`config.mk`:
```
export PLATFORM = sky130hd
export DESIGN_NAME = humidity_temp_frame_check_convert_unit
export DESIGN_NICKNAME = d
export VERILOG_FILES = /design/src/design/htfcc_pkg.sv /design/src/design/humidity_temp_frame_check_convert_unit.sv /design/src/design/htfcc_front.sv /design/src/design/htfcc_queue.sv /design/src/design/htfcc_back.sv
export SDC_FILE = /design/constraint.sdc
export NUM_CORES = 1
export LEC_CHECK = 0
export BUFFER_PORTS_ARGS = -buffer_cell sky130_fd_sc_hd__buf_2
export CAP_MARGIN = 0
export CORE_UTILIZATION = 30
export CTS_CLUSTER_SIZE = 24
export DETAILED_ROUTE_END_ITERATION = 8
export SLEW_MARGIN = 20
export SYNTH_ARGS = -nofsm -noshare
export SYNTH_HDL_FRONTEND = slang
export SYNTH_SLANG_ARGS = --single-unit
export TNS_END_PERCENT = 10
```
`constraint.sdc`:
```
create_clock -name clk_i -period 5.8 [get_ports clk_i]
set_input_delay 0.29 -clock clk_i [delete_from_list [all_inputs] [get_ports clk_i]]
set_output_delay 0.29 -clock clk_i [all_outputs]
set_load 0.02 [all_outputs]
```
`src/design/htfcc_pkg.sv`:
```
`timescale 1ns / 1ps
`default_nettype none

package htfcc_pkg;

  // CRC-8, polynomial x^8+x^5+x^4+1, no reflection, no final XOR
  localparam logic [7:0] CrcPoly = 8'h31;
  localparam logic [7:0] CrcInit = 8'hFF;

  // conversion constants
  localparam logic [12:0] TempScale  = 13'd4375;
  localparam int          TempShift  = 14;
  localparam logic [15:0] TempOffset = 16'd4500;
  localparam logic [9:0]  HumScale   = 10'd625;
  localparam int          HumShift   = 12;

  // default depth of the frame queue between front and back
  localparam int FrameQueueDepth = 2;

  // one checked frame, handed from front to back
  typedef struct packed {
    logic        crc_bad;
    logic [15:0] temp_word;
    logic [15:0] hum_word;
  } frame_t;

  // one byte folded into a running CRC, unrolled over its eight bits
  function automatic logic [7:0] crc8_byte(input logic [7:0] crc, input logic [7:0] b);
    logic [7:0] c;
    c = crc ^ b;
    for (int k = 0; k < 8; k++) begin
      if (c[7]) begin
        c = {c[6:0], 1'b0} ^ CrcPoly;
      end else begin
        c = {c[6:0], 1'b0};
      end
    end
    return c;
  endfunction

endpackage

`default_nettype wire

```
`src/design/humidity_temp_frame_check_convert_unit.sv`:
```
`timescale 1ns / 1ps
`default_nettype none

// Channel   Dir  tdata (low bit up)                         tuser
// s_axis    in   data_byte[7:0]                             frame_start
// m_axis    out  temperature_centi[14:0], humidity_centi    status
//                [28:15], zero pad [31:29]
//
// One byte per cycle in. The front folds each data byte into the CRC and
// checks each CRC byte; on the sixth byte the frame enters the queue, and
// the back scales it with one multiply per word into the output register.
// Reset clears the byte position and the CRC to 0xFF. The input stalls only
// while the frame queue is full, which happens when the output is held.

module humidity_temp_frame_check_convert_unit import htfcc_pkg::*; #(
  parameter int QueueDepth = FrameQueueDepth
) (
  input  wire logic        clk_i,
  input  wire logic        rst_ni,
  input  wire logic        s_axis_tvalid,
  output logic             s_axis_tready,
  input  wire logic [7:0]  s_axis_tdata,   // data_byte
  input  wire logic        s_axis_tuser,   // frame_start
  output logic             m_axis_tvalid,
  input  wire logic        m_axis_tready,
  output logic [31:0]      m_axis_tdata,   // temperature_centi, humidity_centi, pad
  output logic             m_axis_tuser    // status
);

  frame_t      push_frame, head_frame;
  logic        push, pop, full, empty, beat;
  logic [14:0] temp_centi;
  logic [13:0] hum_centi;

  assign s_axis_tready = !full;
  assign beat          = s_axis_tvalid && s_axis_tready;

  htfcc_front u_front (
    .clk_i         (clk_i),
    .rst_ni        (rst_ni),
    .beat_i        (beat),
    .data_byte_i   (s_axis_tdata),
    .frame_start_i (s_axis_tuser),
    .frame_o       (push_frame),
    .push_o        (push)
  );

  htfcc_queue #(
    .Depth (QueueDepth)
  ) u_queue (
    .clk_i   (clk_i),
    .rst_ni  (rst_ni),
    .push_i  (push),
    .frame_i (push_frame),
    .full_o  (full),
    .pop_i   (pop),
    .frame_o (head_frame),
    .empty_o (empty)
  );

  htfcc_back u_back (
    .clk_i        (clk_i),
    .rst_ni       (rst_ni),
    .frame_i      (head_frame),
    .empty_i      (empty),
    .pop_o        (pop),
    .valid_o      (m_axis_tvalid),
    .ready_i      (m_axis_tready),
    .status_o     (m_axis_tuser),
    .temp_centi_o (temp_centi),
    .hum_centi_o  (hum_centi)
  );

  assign m_axis_tdata = {3'b000, hum_centi, temp_centi};

endmodule

`default_nettype wire

```
`src/design/htfcc_front.sv`:
```
`timescale 1ns / 1ps
`default_nettype none

module htfcc_front import htfcc_pkg::*; (
  input  wire logic       clk_i,
  input  wire logic       rst_ni,
  input  wire logic       beat_i,        // byte accepted this cycle
  input  wire logic [7:0] data_byte_i,
  input  wire logic       frame_start_i,
  output frame_t          frame_o,
  output logic            push_o
);

  localparam logic [2:0] PosTempHi = 3'd0;
  localparam logic [2:0] PosTempLo = 3'd1;
  localparam logic [2:0] PosTempCrc = 3'd2;
  localparam logic [2:0] PosHumHi  = 3'd3;
  localparam logic [2:0] PosHumLo  = 3'd4;
  localparam logic [2:0] PosHumCrc = 3'd5;

  logic [2:0]  pos_q, pos_d, pos_eff;
  logic [7:0]  crc_q, crc_d;
  logic [15:0] temp_word_q, temp_word_d;
  logic [15:0] hum_word_q, hum_word_d;
  logic        bad1_q, bad1_d;
  logic [7:0]  crc_fold;

  // frame start or an unused position restarts the frame
  assign pos_eff = (frame_start_i || pos_q > PosHumCrc) ? PosTempHi : pos_q;

  always_comb begin
    crc_fold = crc8_byte(crc_q, data_byte_i);
    pos_d       = pos_q;
    crc_d       = crc_q;
    temp_word_d = temp_word_q;
    hum_word_d  = hum_word_q;
    bad1_d      = bad1_q;
    push_o      = 1'b0;
    if (beat_i) begin
      unique case (pos_eff)
        PosTempHi: begin
          temp_word_d = {data_byte_i, 8'h00};
          crc_d       = crc8_byte(CrcInit, data_byte_i);
          pos_d       = PosTempLo;
        end
        PosTempLo: begin
          temp_word_d = {temp_word_q[15:8], data_byte_i};
          crc_d       = crc_fold;
          pos_d       = PosTempCrc;
        end
        PosTempCrc: begin
          bad1_d = (data_byte_i != crc_q);
          crc_d  = CrcInit;
          pos_d  = PosHumHi;
        end
        PosHumHi: begin
          hum_word_d = {data_byte_i, 8'h00};
          crc_d      = crc8_byte(CrcInit, data_byte_i);
          pos_d      = PosHumLo;
        end
        PosHumLo: begin
          hum_word_d = {hum_word_q[15:8], data_byte_i};
          crc_d      = crc_fold;
          pos_d      = PosHumCrc;
        end
        default: begin
          push_o = 1'b1;
          crc_d  = CrcInit;
          pos_d  = PosTempHi;
        end
      endcase
    end
  end

  // frame handed to the queue on the humidity CRC byte
  assign frame_o.crc_bad   = bad1_q || (data_byte_i != crc_q);
  assign frame_o.temp_word = temp_word_q;
  assign frame_o.hum_word  = hum_word_q;

  always_ff @(posedge clk_i or negedge rst_ni) begin
    if (!rst_ni) begin
      pos_q       <= PosTempHi;
      crc_q       <= CrcInit;
      temp_word_q <= '0;
      hum_word_q  <= '0;
      bad1_q      <= 1'b0;
    end else begin
      pos_q       <= pos_d;
      crc_q       <= crc_d;
      temp_word_q <= temp_word_d;
      hum_word_q  <= hum_word_d;
      bad1_q      <= bad1_d;
    end
  end

endmodule

`default_nettype wire

```
`src/design/htfcc_queue.sv`:
```
`timescale 1ns / 1ps
`default_nettype none

module htfcc_queue import htfcc_pkg::*; #(
  parameter int Depth = FrameQueueDepth
) (
  input  wire logic   clk_i,
  input  wire logic   rst_ni,
  input  wire logic   push_i,
  input  wire frame_t frame_i,
  output logic        full_o,
  input  wire logic   pop_i,
  output frame_t      frame_o,
  output logic        empty_o
);

  localparam int PtrW = (Depth > 1) ? $clog2(Depth) : 1;
  localparam int CntW = $clog2(Depth + 1);
  localparam logic [PtrW-1:0] LastPtr = PtrW'(Depth - 1);
  localparam logic [CntW-1:0] FullCnt = CntW'(Depth);

  frame_t          mem_q [Depth];
  logic [PtrW-1:0] wr_ptr_q, rd_ptr_q;
  logic [CntW-1:0] count_q;
  logic            do_push, do_pop;

  assign full_o  = (count_q == FullCnt);
  assign empty_o = (count_q == '0);
  assign do_push = push_i && !full_o;
  assign do_pop  = pop_i && !empty_o;
  assign frame_o = mem_q[rd_ptr_q];

  // storage
  always_ff @(posedge clk_i) begin
    if (do_push) begin
      mem_q[wr_ptr_q] <= frame_i;
    end
  end

  // pointers and fill count
  always_ff @(posedge clk_i or negedge rst_ni) begin
    if (!rst_ni) begin
      wr_ptr_q <= '0;
      rd_ptr_q <= '0;
      count_q  <= '0;
    end else begin
      if (do_push) begin
        wr_ptr_q <= (wr_ptr_q == LastPtr) ? '0 : wr_ptr_q + 1'b1;
      end
      if (do_pop) begin
        rd_ptr_q <= (rd_ptr_q == LastPtr) ? '0 : rd_ptr_q + 1'b1;
      end
      if (do_push && !do_pop) begin
        count_q <= count_q + 1'b1;
      end else if (do_pop && !do_push) begin
        count_q <= count_q - 1'b1;
      end
    end
  end

endmodule

`default_nettype wire

```
`src/design/htfcc_back.sv`:
```
`timescale 1ns / 1ps
`default_nettype none

module htfcc_back import htfcc_pkg::*; (
  input  wire logic   clk_i,
  input  wire logic   rst_ni,
  input  wire frame_t frame_i,
  input  wire logic   empty_i,
  output logic        pop_o,
  output logic        valid_o,
  input  wire logic   ready_i,
  output logic        status_o,
  output logic [14:0] temp_centi_o,
  output logic [13:0] hum_centi_o
);

  logic [28:0] temp_prod;
  logic [25:0] hum_prod;
  logic [15:0] temp_sum;
  logic        valid_q;
  logic        status_q;
  logic [14:0] temp_q, temp_d;
  logic [13:0] hum_q, hum_d;

  // take the next frame when the output register is free or draining
  assign pop_o = !empty_i && (!valid_q || ready_i);

  // scale both words and offset the temperature, zeroed on a CRC mismatch
  always_comb begin
    temp_prod = 29'(TempScale) * 29'(frame_i.temp_word);
    hum_prod  = 26'(HumScale) * 26'(frame_i.hum_word);
    temp_sum  = {1'b0, temp_prod[28:TempShift]} - TempOffset;
    temp_d    = frame_i.crc_bad ? '0 : temp_sum[14:0];
    hum_d     = frame_i.crc_bad ? '0 : hum_prod[25:HumShift];
  end

  always_ff @(posedge clk_i or negedge rst_ni) begin
    if (!rst_ni) begin
      valid_q <= 1'b0;
    end else if (pop_o) begin
      valid_q <= 1'b1;
    end else if (ready_i) begin
      valid_q <= 1'b0;
    end
  end

  always_ff @(posedge clk_i) begin
    if (pop_o) begin
      status_q <= frame_i.crc_bad;
      temp_q   <= temp_d;
      hum_q    <= hum_d;
    end
  end

  assign valid_o      = valid_q;
  assign status_o     = status_q;
  assign temp_centi_o = temp_q;
  assign hum_centi_o  = hum_q;

endmodule

`default_nettype wire
```
# After elaboration in Yosys (flattened, before gate mapping)
# Memory sizes are Yosys's and may differ from the RTL's.
# Cells that the tools add are included.
# op_classes
addsub	5
multipliers	2
n_reduce_logical	27
bitwise_logic	27
n_eq_ne	6
muxes	66
n_lt_le_gt_ge	1
# op_table
operator	n
8-bit 2-to-1 mux	28
6-bit 2-to-1 mux	23
3-bit inverter	23
16-bit one-hot mux with 2 select lines	2
13-bit by 16-bit multiplier with 29-bit output (first input constant)	1
10-bit by 16-bit multiplier with 26-bit output (first input constant)	1
8-bit one-hot mux with 3 select lines	1
3-bit one-hot mux with 5 select lines	1
15-bit by 13-bit subtractor with 15-bit output (second input constant)	1
1-bit 2-to-1 mux	8
8-bit != test	1
8-bit inverter	1
2-bit nonzero test	4
8-bit bitwise XOR	1
3-bit by 2-bit equality test with 1-bit output (second input constant)	2
1-bit logical AND	6
2-bit AND reduction	3
3-bit AND reduction	2
1-bit logical NOT	5
5-bit OR reduction	1
2-bit 2-to-1 mux	2
3-bit by 1-bit equality test with 1-bit output (second input constant)	1
3-bit equality test (second input constant)	1
3-bit greater-than comparator (second input constant)	1
other kinds (10)	14
# totals
output_inout_bits	35
input_bits	13
word_cells	149
memories	1
reg_bits	79
ram_bits	66
# memory_table
memory	words	width	rd	rd_clocked_by_memory_dff	write_ports	line	text
u_queue.mem_q	2	33	1	0	1	htfcc_queue.sv:22	frame_t mem_q [Depth];

# Depth between registers and ports, before layout
# Gate-level depths: netlist of run 1.
# logic_depth
ltp_word	33
mapped_depth	27
depth_no_buf	25

# By module
# A second synthesis of run 1 with hierarchy kept.
# hier_totals
cells_unflattened	1037
area_unflattened_um2	11808.8
# by_module_without_submodules
mod	instances	cells_per_inst	seq_area_each_um2	area_each_um2
htfcc_back	1	694	925.9	6711.4
htfcc_queue	1	122	2082.0	2730.1
htfcc_front	1	215	1111.1	2331.0
humidity_temp_frame_check_convert_unit	1	6	0.0	36.3

# Worst setup path before layout of run 1
# OpenSTA, ideal clock, no wires.
# synth_timing
path_kind	flip-flop to flip-flop
start	register u_queue.rd_ptr_q
end	register u_back.temp_q[14], in the netlist u_back.temp_centi_o[14] (data pin)
required_time_ns	5.530
n_path_buf	2
arrival_ns	6.138
path_stages_with_launch	28
setup_slack_ns	-0.609
setup_ns	0.270
period_less_slack_ns	6.409
path_cell_list	dfrtp_1 -> buf_2 -> buf_1 -> mux2i_1 -> inv_1 -> ha_1 -> inv_1 -> fa_1 -> inv_1 -> ha_1 -> fa_1 -> inv_1 -> fa_1 -> inv_1 -> ha_1 -> a21oi_1 -> o211ai_2 -> a211oi_2 -> nor2_2 -> xor2_1 -> inv_1 -> ha_1 -> nor2b_1 -> mux2_2 -> a211o_1 -> a311o_1 -> a41oi_2 -> a31oi_1
# synth_between
elab_chain_len	3
# synth_lines
element	line	text
start: declaration	htfcc_queue.sv:23	logic [PtrW-1:0] wr_ptr_q, rd_ptr_q;
start signal: assignment	htfcc_queue.sv:51	rd_ptr_q <= (rd_ptr_q == LastPtr) ? '0 : rd_ptr_q + 1'b1;
memory read 2 x 33 bit (*)	n/a	
13-bit by 16-bit multiplier with 29-bit output	htfcc_back.sv:30	temp_prod = 29'(TempScale) * 29'(frame_i.temp_word);
15-bit by 13-bit subtractor with 15-bit output	htfcc_back.sv:32	temp_sum = {1'b0, temp_prod[28:TempShift]} - TempOffset;
end signal: assignment	htfcc_back.sv:50	temp_q <= temp_d;
end: declaration	htfcc_back.sv:22	logic [14:0] temp_q, temp_d;
# Every way passes the cells marked *; elsewhere a longest branch is shown, timed or not.
# A chain may end at the register's enable or synchronous reset.

# Worst setup path after layout of run 1
# layout_timing
start	register u_queue.rd_ptr_q
end	register u_back.temp_q[10], in the netlist u_back.temp_centi_o[10] (data pin)
# The elaborated chain is that of the path after synthesis.

==> qor.yml, run 1 <==
status:
  status: "complete, but fails checks"
  violations: "negative setup slack"
final_layout:
  fin_nets: 1427
  n_antenna_cell: 0
  area_growth_syn_to_layout_pct: 25.7
  drive_gt1_share_pct: 28.2
  nFillCells: 3636
critical_path:
  critPathMaxStageDelay_ps: 570
  slowest_stage: "fa_1"
  endpoint_kind: "flop"
  critical_path.top_delay_family: "adder cells"
  critPathMaxFanout: 4
  path_depth: 28
  reg2reg_from: "u_queue.rd_ptr_q$_DFFE_PN0P_"
  cp_data_arrival_time_ps: 6040
  reg2regPathDepth: 28
  critPathLaunchType: "flop"
  crit_type: "flop to flop"
  path_buf_inv: 10
  required_ps: 5960
  crit_path_start: "u_queue.rd_ptr_q$_DFFE_PN0P_"
  path_common_cell: "inv_2"
placement:
  io_buffers: 44
  dp_hpwl_um: 17800
  gp_congestion: 0.843
yosys:
  synth-async-reset-ratio_pct: 33.8
  ys_seq_elements: 145
  synth_area_leader_cell: "edfxtp_1"
  synth_area_mm2: 0.0114
  postSynthAreaPerCell_um2: 11.2
  synth_edf_count: 96
  syn_inst: 1019
  yosysSeqAreaShare_pct: 36.0
  ys_dominant_reg_cell: "edfxtp_1"
  yosys-top-cells-count: "inv_1 (182), ha_1 (165), edfxtp_1 (96)"
  synth_cell_types: 67
  synth_area_leaders: "edfxtp_1 (25%), ha_1 (18%), fa_1 (14%)"
  yosysMostFrequentCell: "inv_1"
  ys_warn_count: 0
  yosys.area.top_type_share_pct: 25.2
clock_network:
  cts_tree: "done"
  cts_buffer_depth: 2
  htreeDepth: 4
  cts_sinks: 145
  clock_latency_ps: 440
  clk_pin_slew_ps: 70
  numCtsBuffers: 17
  cts-root-buf: "clkbuf_16"
grt:
  grt_pass1_wl_um: 39700
  grt_pass1_vias: 8005
  grt_remaining_overflow: 0
  grt_max_degree: 50
  antenna_found_initial: 0
  grt_use_total_pct: 12.9
routing:
  dr_total_vias: 7533
  routedWlPerCell_um: 13.7
  drt_iter0_drc: 280
  drc: 0
  routed_wl_um: 23200
  ant_nets: 0
  viasPerCell: 4.44
  drtPass1Iterations: 4
hold_path:
  hold_path_class: "primary input to flop"
  hold_path_depth: 3
  worstHoldStart: "m_axis_tready"
sta:
  fin_crit_sh_pct: 101
  setup_ws_ps: -76.7
  tightest_slew_ps: 984
  slew_violations: 0
  relSlewSlack_pct: 34.0
  finalCriticalPeriod_ps: 5880
  fin_skew_ps: 12.3
  fmax_mhz: 170
  setup_viol: 4
  whs_ps: 123
  finalHoldViolCount: 0
  rsz0062_at_grt: "yes"
die:
  die_h_um: 197
  start_util_pct: 30.5
  io_pins: 48
  die-area_mm2: 0.0389
  fp-row-count: 71
  die_x_um: 197
  core_mm2: 0.0376
run:
  maxCapViolCount: 0
==> cell type report <==
type / instances / area [um^2] / share of cell area (%)
timing repair buffer: 159 / 1120 / 7.82
multi-input combinational: 666 / 7200 / 50.0
clock inverter: 15 / 193 / 1.34
sequential: 145 / 4120 / 28.6
tap: 511 / 639 / 4.44
clock buffer: 17 / 425 / 2.96
inverter: 182 / 686 / 4.77
==> tightest hold or removal path: stages <==
cell	delay [ps]
buf_2	70
nand2b_1	110
nand2_1	50
==> worst paths after layout <==
kind,endpoint,slack (ps)
worst min-delay path,u_back.valid_o$_DFFE_PN0P_,120
worst max-delay path,u_back.temp_centi_o[10]$_SDFFCE_PP0P_,-80
worst min register to register,u_queue.mem_q[1][31]$_DFFE_PP_,470
worst max register to register,u_back.temp_centi_o[10]$_SDFFCE_PP0P_,-80
min in group asynchronous,u_front.temp_word_q[7]$_DFFE_PN0P_,490
max in group asynchronous,u_queue.rd_ptr_q$_DFFE_PN0P_,4850
==> metrics by stage <==
stage | setup WS (ps) | cells | TNS (ps) | cell area (um^2) | utilization (%)
after CTS | -62.4 | 1692 | -132 | 14300 | 38.0
after detailed placement | -181 | 1642 | -478 | 13100 | 34.9
final | -76.7 | 1695 | -159 | 14400 | 38.3
after floorplan | 0.406 | 1021 | 0 | 11700 | -
after global routing | -299 | 1695 | -2360 | 14400 | 38.3
after global placement | -65.2 | 1642 | -165 | 13100 | 34.9
==> layer usage <==
layer / global-route usage (%) / routed length (um)
met4: 3.42 / 264
met2: 21.1 / 10700
met5: 0 / 0
met3: 2.22 / 690
met1: 17.4 / 11500
==> cell families after synthesis <==
family / count (synthesis) / share of synthesized area (%)
AND/OR/NAND/NOR: 165 / 6.83
multiplexers: 43 / 4.05
XOR/XNOR: 65 / 4.97
other: 1 / 0.0328
adder cells (fa/ha/maj): 243 / 31.7
buffers and inverters: 210 / 7.02
flip-flops: 145 / 36.0
AO/OA/AOI/OAI: 147 / 9.44
==> state kept, by name, indices dropped and copies added, names as in the netlist <==
| register | count |
|---|---|
| u_queue.rd_ptr_q | 1 |
| u_back.hum_centi_o | 14 |
| u_front.hum_word_q | 16 |
| u_queue.mem_q | 66 |
| u_back.status_o | 1 |
| u_queue.wr_ptr_q | 1 |
| u_front.pos_q | 3 |
| u_front.crc_q | 8 |
| u_front.temp_word_q | 16 |
| u_front.bad1_q | 1 |
| u_back.valid_o | 1 |
| u_back.temp_centi_o | 15 |
| u_queue.count_q | 2 |
==> placed cells by master (no fill, tap or decap), types with 10 or more instances in the layout <==
cell         n
mux2_2      17
a21oi_1     25
inv_2       21
mux2i_1     11
ha_1       137
nor2_1      42
a22o_1      17
xor2_1      24
edfxtp_1    96
dfrtp_1     40
fa_1        74
buf_2       44
nand2_1     42
o21a_1      14
xnor2_1     38
nand2b_1    10
nor3_1      15
inv_1      159
ha_4        25
mux2_4      10
clkbuf_16   17
o21ai_0     19
buf_4      106
==> what timing repair did <==
action	4_1_cts	5_1_grt
setup buffers	17	4
pin swaps	48	25
endpoints found under the hold margin	41	0
setup endpoints to repair	6	16
resized for setup	68	25
hold buffers	1	0
gates cloned	1	0
Power of run 1 is not shown: default switching activity piles up to over one toggle a cycle in this logic, so the estimate is an artifact.
==> run 2: changes to the inputs <==
ABC_AREA = 1   (was unset)
MAX_ROUTING_LAYER = met4   (was unset)
==> qor.yml, run 2 <==
yosys:
  yosys-top-cells-count: "inv_1 (298), nand2_1 (297), ha_1 (165)"
  synth-adder-area-share_pct: 29.1  # -2.5 points
  yosys.area.top_type_share_pct: 23.2  # -2.0 points
  synth_top_family_by_area: "adder cells"
  muxShareOfSynthArea_pct: 0  # -4.1 points
  ys_seq_elements: 145  # unchanged
  yosys.area_share.simple_pct: 17.0  # +10 points
  synth-xor-area-share_pct: 2.98  # -2.0 points
  synth_edf_count: 96  # unchanged
  synth_area_leader_cell: "edfxtp_1"
  syn_inst: 1405  # +38%
  postSynthAreaPerCell_um2: 8.86  # -21%
  synth_cell_types: 55  # -18%
  synth_area_leaders: "edfxtp_1 (23%), ha_1 (17%), fa_1 (13%)"
  yosysSeqAreaShare_pct: 33.1  # -2.9 points
  ys_warn_count: 0  # unchanged
  synth-async-reset-ratio_pct: 33.8  # unchanged
  yosysMostFrequentCell: "inv_1"
  synth_area_mm2: 0.0124  # +8.7%
  synth_compound_area_share_pct: 7.87  # -1.6 points
  ys_dominant_reg_cell: "edfxtp_1"
clock_network:
  cts_sinks: 145  # unchanged
  cts_tree: "done"
  numCtsBuffers: 17  # unchanged
  htreeDepth: 4  # unchanged
  clock_latency_ps: 420  # -20 ps
  cts-root-buf: "clkbuf_16"
  cts_buffer_depth: 2  # unchanged
  clk_pin_slew_ps: 60  # about the same
grt:
  grt_pass1_vias: 8911  # +11%
  grt_remaining_overflow: 0  # unchanged
  grt_pass1_wl_um: 44700  # +13%
  antenna_found_initial: 0  # unchanged
  grt_use_total_pct: 13.7  # +0.83 points
  grt_max_degree: 50  # unchanged
die:
  die-area_mm2: 0.0423  # +8.6%
  fp-row-count: 74  # +4.2%
  die_h_um: 206  # +4.2%
  start_util_pct: 30.5  # about the same
  die_x_um: 206  # +4.2%
  core_mm2: 0.0408  # +8.7%
  io_pins: 48  # unchanged
sta:
  finalHoldViolCount: 0  # unchanged
  tightest_slew_ps: 878  # -106 ps
  setup_viol: 0  # -4
  fin_crit_sh_pct: 95.3  # -6.1 points
  whs_ps: 56.6  # -66.0 ps
  slew_violations: 0  # unchanged
  fin_skew_ps: 9.44  # -2.83 ps
  fmax_mhz: 181  # +6.4%
  relSlewSlack_pct: 41.0  # +7.0 points
  finalCriticalPeriod_ps: 5520  # -352 ps
  rsz0062_at_grt: "yes"
run:
  maxCapViolCount: 0  # unchanged
final_layout:
  multi_input_area_mm2: 0.00717  # -0.43%
  reg_top3: "u_queue.mem_q (66), u_front.hum_word_q (16), u_front.temp_word_q (16)"
  fin_nets: 1729  # +21%
  seq_area_mm2: 0.00412  # unchanged
  n_antenna_cell: 0  # unchanged
  mostFrequentLayoutCell: "nand2_1"
  drive_gt1_share_pct: 12.2  # -16 points
  layout_common_cells: "nand2_1 (293), inv_1 (291), ha_1 (163), edfxtp_1 (96), fa_1 (78)"
  area_growth_syn_to_layout_pct: 13.5
  largest_reg_flops: 66  # unchanged
  nFillCells: 4127  # +14%
  regMostFlops: "u_queue.mem_q"
critical_path:
  required_ps: 5970  # about the same
  critical_path.top_delay_family: "adder cells"
  critPathMaxFanout: 24  # +20
  path_buf_inv: 8  # -2
  crit_type: "flop to flop"
  slowest_stage: "fa_1"
  critPathMaxStageDelay_ps: 540  # -30 ps
  endpoint_kind: "flop"
  path_common_cell: "nand2_1"
  cp_data_arrival_time_ps: 5700  # -340 ps
  critPathLaunchType: "flop"
routing:
  routedWlPerCell_um: 13.3  # -2.4%
  dr_total_vias: 9041  # +20%
  drtPass1Iterations: 5  # +1
  viasPerCell: 4.48  # +0.81%
  ant_nets: 0  # unchanged
  drt_iter0_drc: 561  # +100%
  drc: 0  # unchanged
  routed_wl_um: 26900  # +16%
hold_path:
  hold_path_class: "primary input to flop"
placement:
  io_buffers: 44  # unchanged
  gp_congestion: 0.928  # +10%
  dp_hpwl_um: 21800  # +22%
status:
  status: "finished, final reports clean"
==> run 2: worst reg2reg max path, delay by kind of cell (launching register included) <==
kind | cells | cell delay (ps)
flops | 1 | 410
fa+ha+maj | 7 | 2550
simple gates | 11 | 1150
compound gates | 3 | 500
buf+inv | 8 | 670
==> run 2: worst paths after layout <==
kind,to,start,slack (ps),cells past startpoint
hold / removal,u_back.valid_o$_DFFE_PN0P_,m_axis_tready,60,2
setup reg to reg,u_back.temp_centi_o[14]$_SDFFCE_PP0P_,u_queue.rd_ptr_q$_DFFE_PN0P_,280,29
min in group asynchronous,u_front.pos_q[0]$_DFFE_PN0P_,rst_ni,500,3
hold reg to reg,u_queue.mem_q[1][22]$_DFFE_PP_,u_front.temp_word_q[6]$_DFFE_PN0P_,460,0
setup / recovery,u_back.temp_centi_o[14]$_SDFFCE_PP0P_,u_queue.rd_ptr_q$_DFFE_PN0P_,280,29
max in group asynchronous,u_queue.rd_ptr_q$_DFFE_PN0P_,rst_ni,4830,3
==> run 2: stage by stage <==
step / cell area [um^2] / utilization, % / setup TNS, ps / setup slack (ps) / instances
finish: 14100 / 34.6 / 0 / 275 / 2018
global route: 14100 / 34.6 / -86.3 / -50.2 / 2018
CTS: 14000 / 34.3 / 0 / 151 / 2010
detailed placement: 13400 / 32.8 / 0 / 174 / 1977
global placement: 13400 / 32.8 / 0 / 271 / 1977
floorplan: 12400 / - / 0 / 467 / 1407
==> run 2: kinds of logic after synthesis <==
logic type / after synthesis
xor gates and xnor gates: 35
DFF: 145
adders and majority gates: 243
AOI/OAI and AO/OA: 178
other: 1
buffers and inverters: 320
and+or+nand+nor: 483
==> run 2: metal layers <==
| metal | vias to the layer above | track usage [%] | part of all wire, % |
|---|---|---|---|
| met3 | 23 | 1.95 | 2.6 |
| met5 | - | - | 0 |
| met1 | 4246 | 18.6 | 51 |
| met2 | 129 | 21.6 | 45 |
| li1 | 4643 | - | - |
| met4 | 0 | 2.86 | 0.90 |
==> run 2: repair_timing <==
item | CTS | global route
setup buffers | 0 | 8
resized for setup | 0 | 18
hold endpoints to repair | 8 | 0
setup endpoints to repair | 0 | 13
hold buffers | 1 | 0
==> run 2: cell type report <==
| type | count | area share [%] |
|---|---|---|
| Tap cell | 532 | 4.72 |
| Inverter | 301 | 8.00 |
| Clock inverter | 13 | 1.25 |
| Clock buffer | 19 | 3.14 |
| Multi-Input combinational cell | 942 | 50.8 |
| Sequential cell | 145 | 29.2 |
| Timing Repair Buffer | 66 | 2.93 |
Power of run 2 is left out for the same reason.
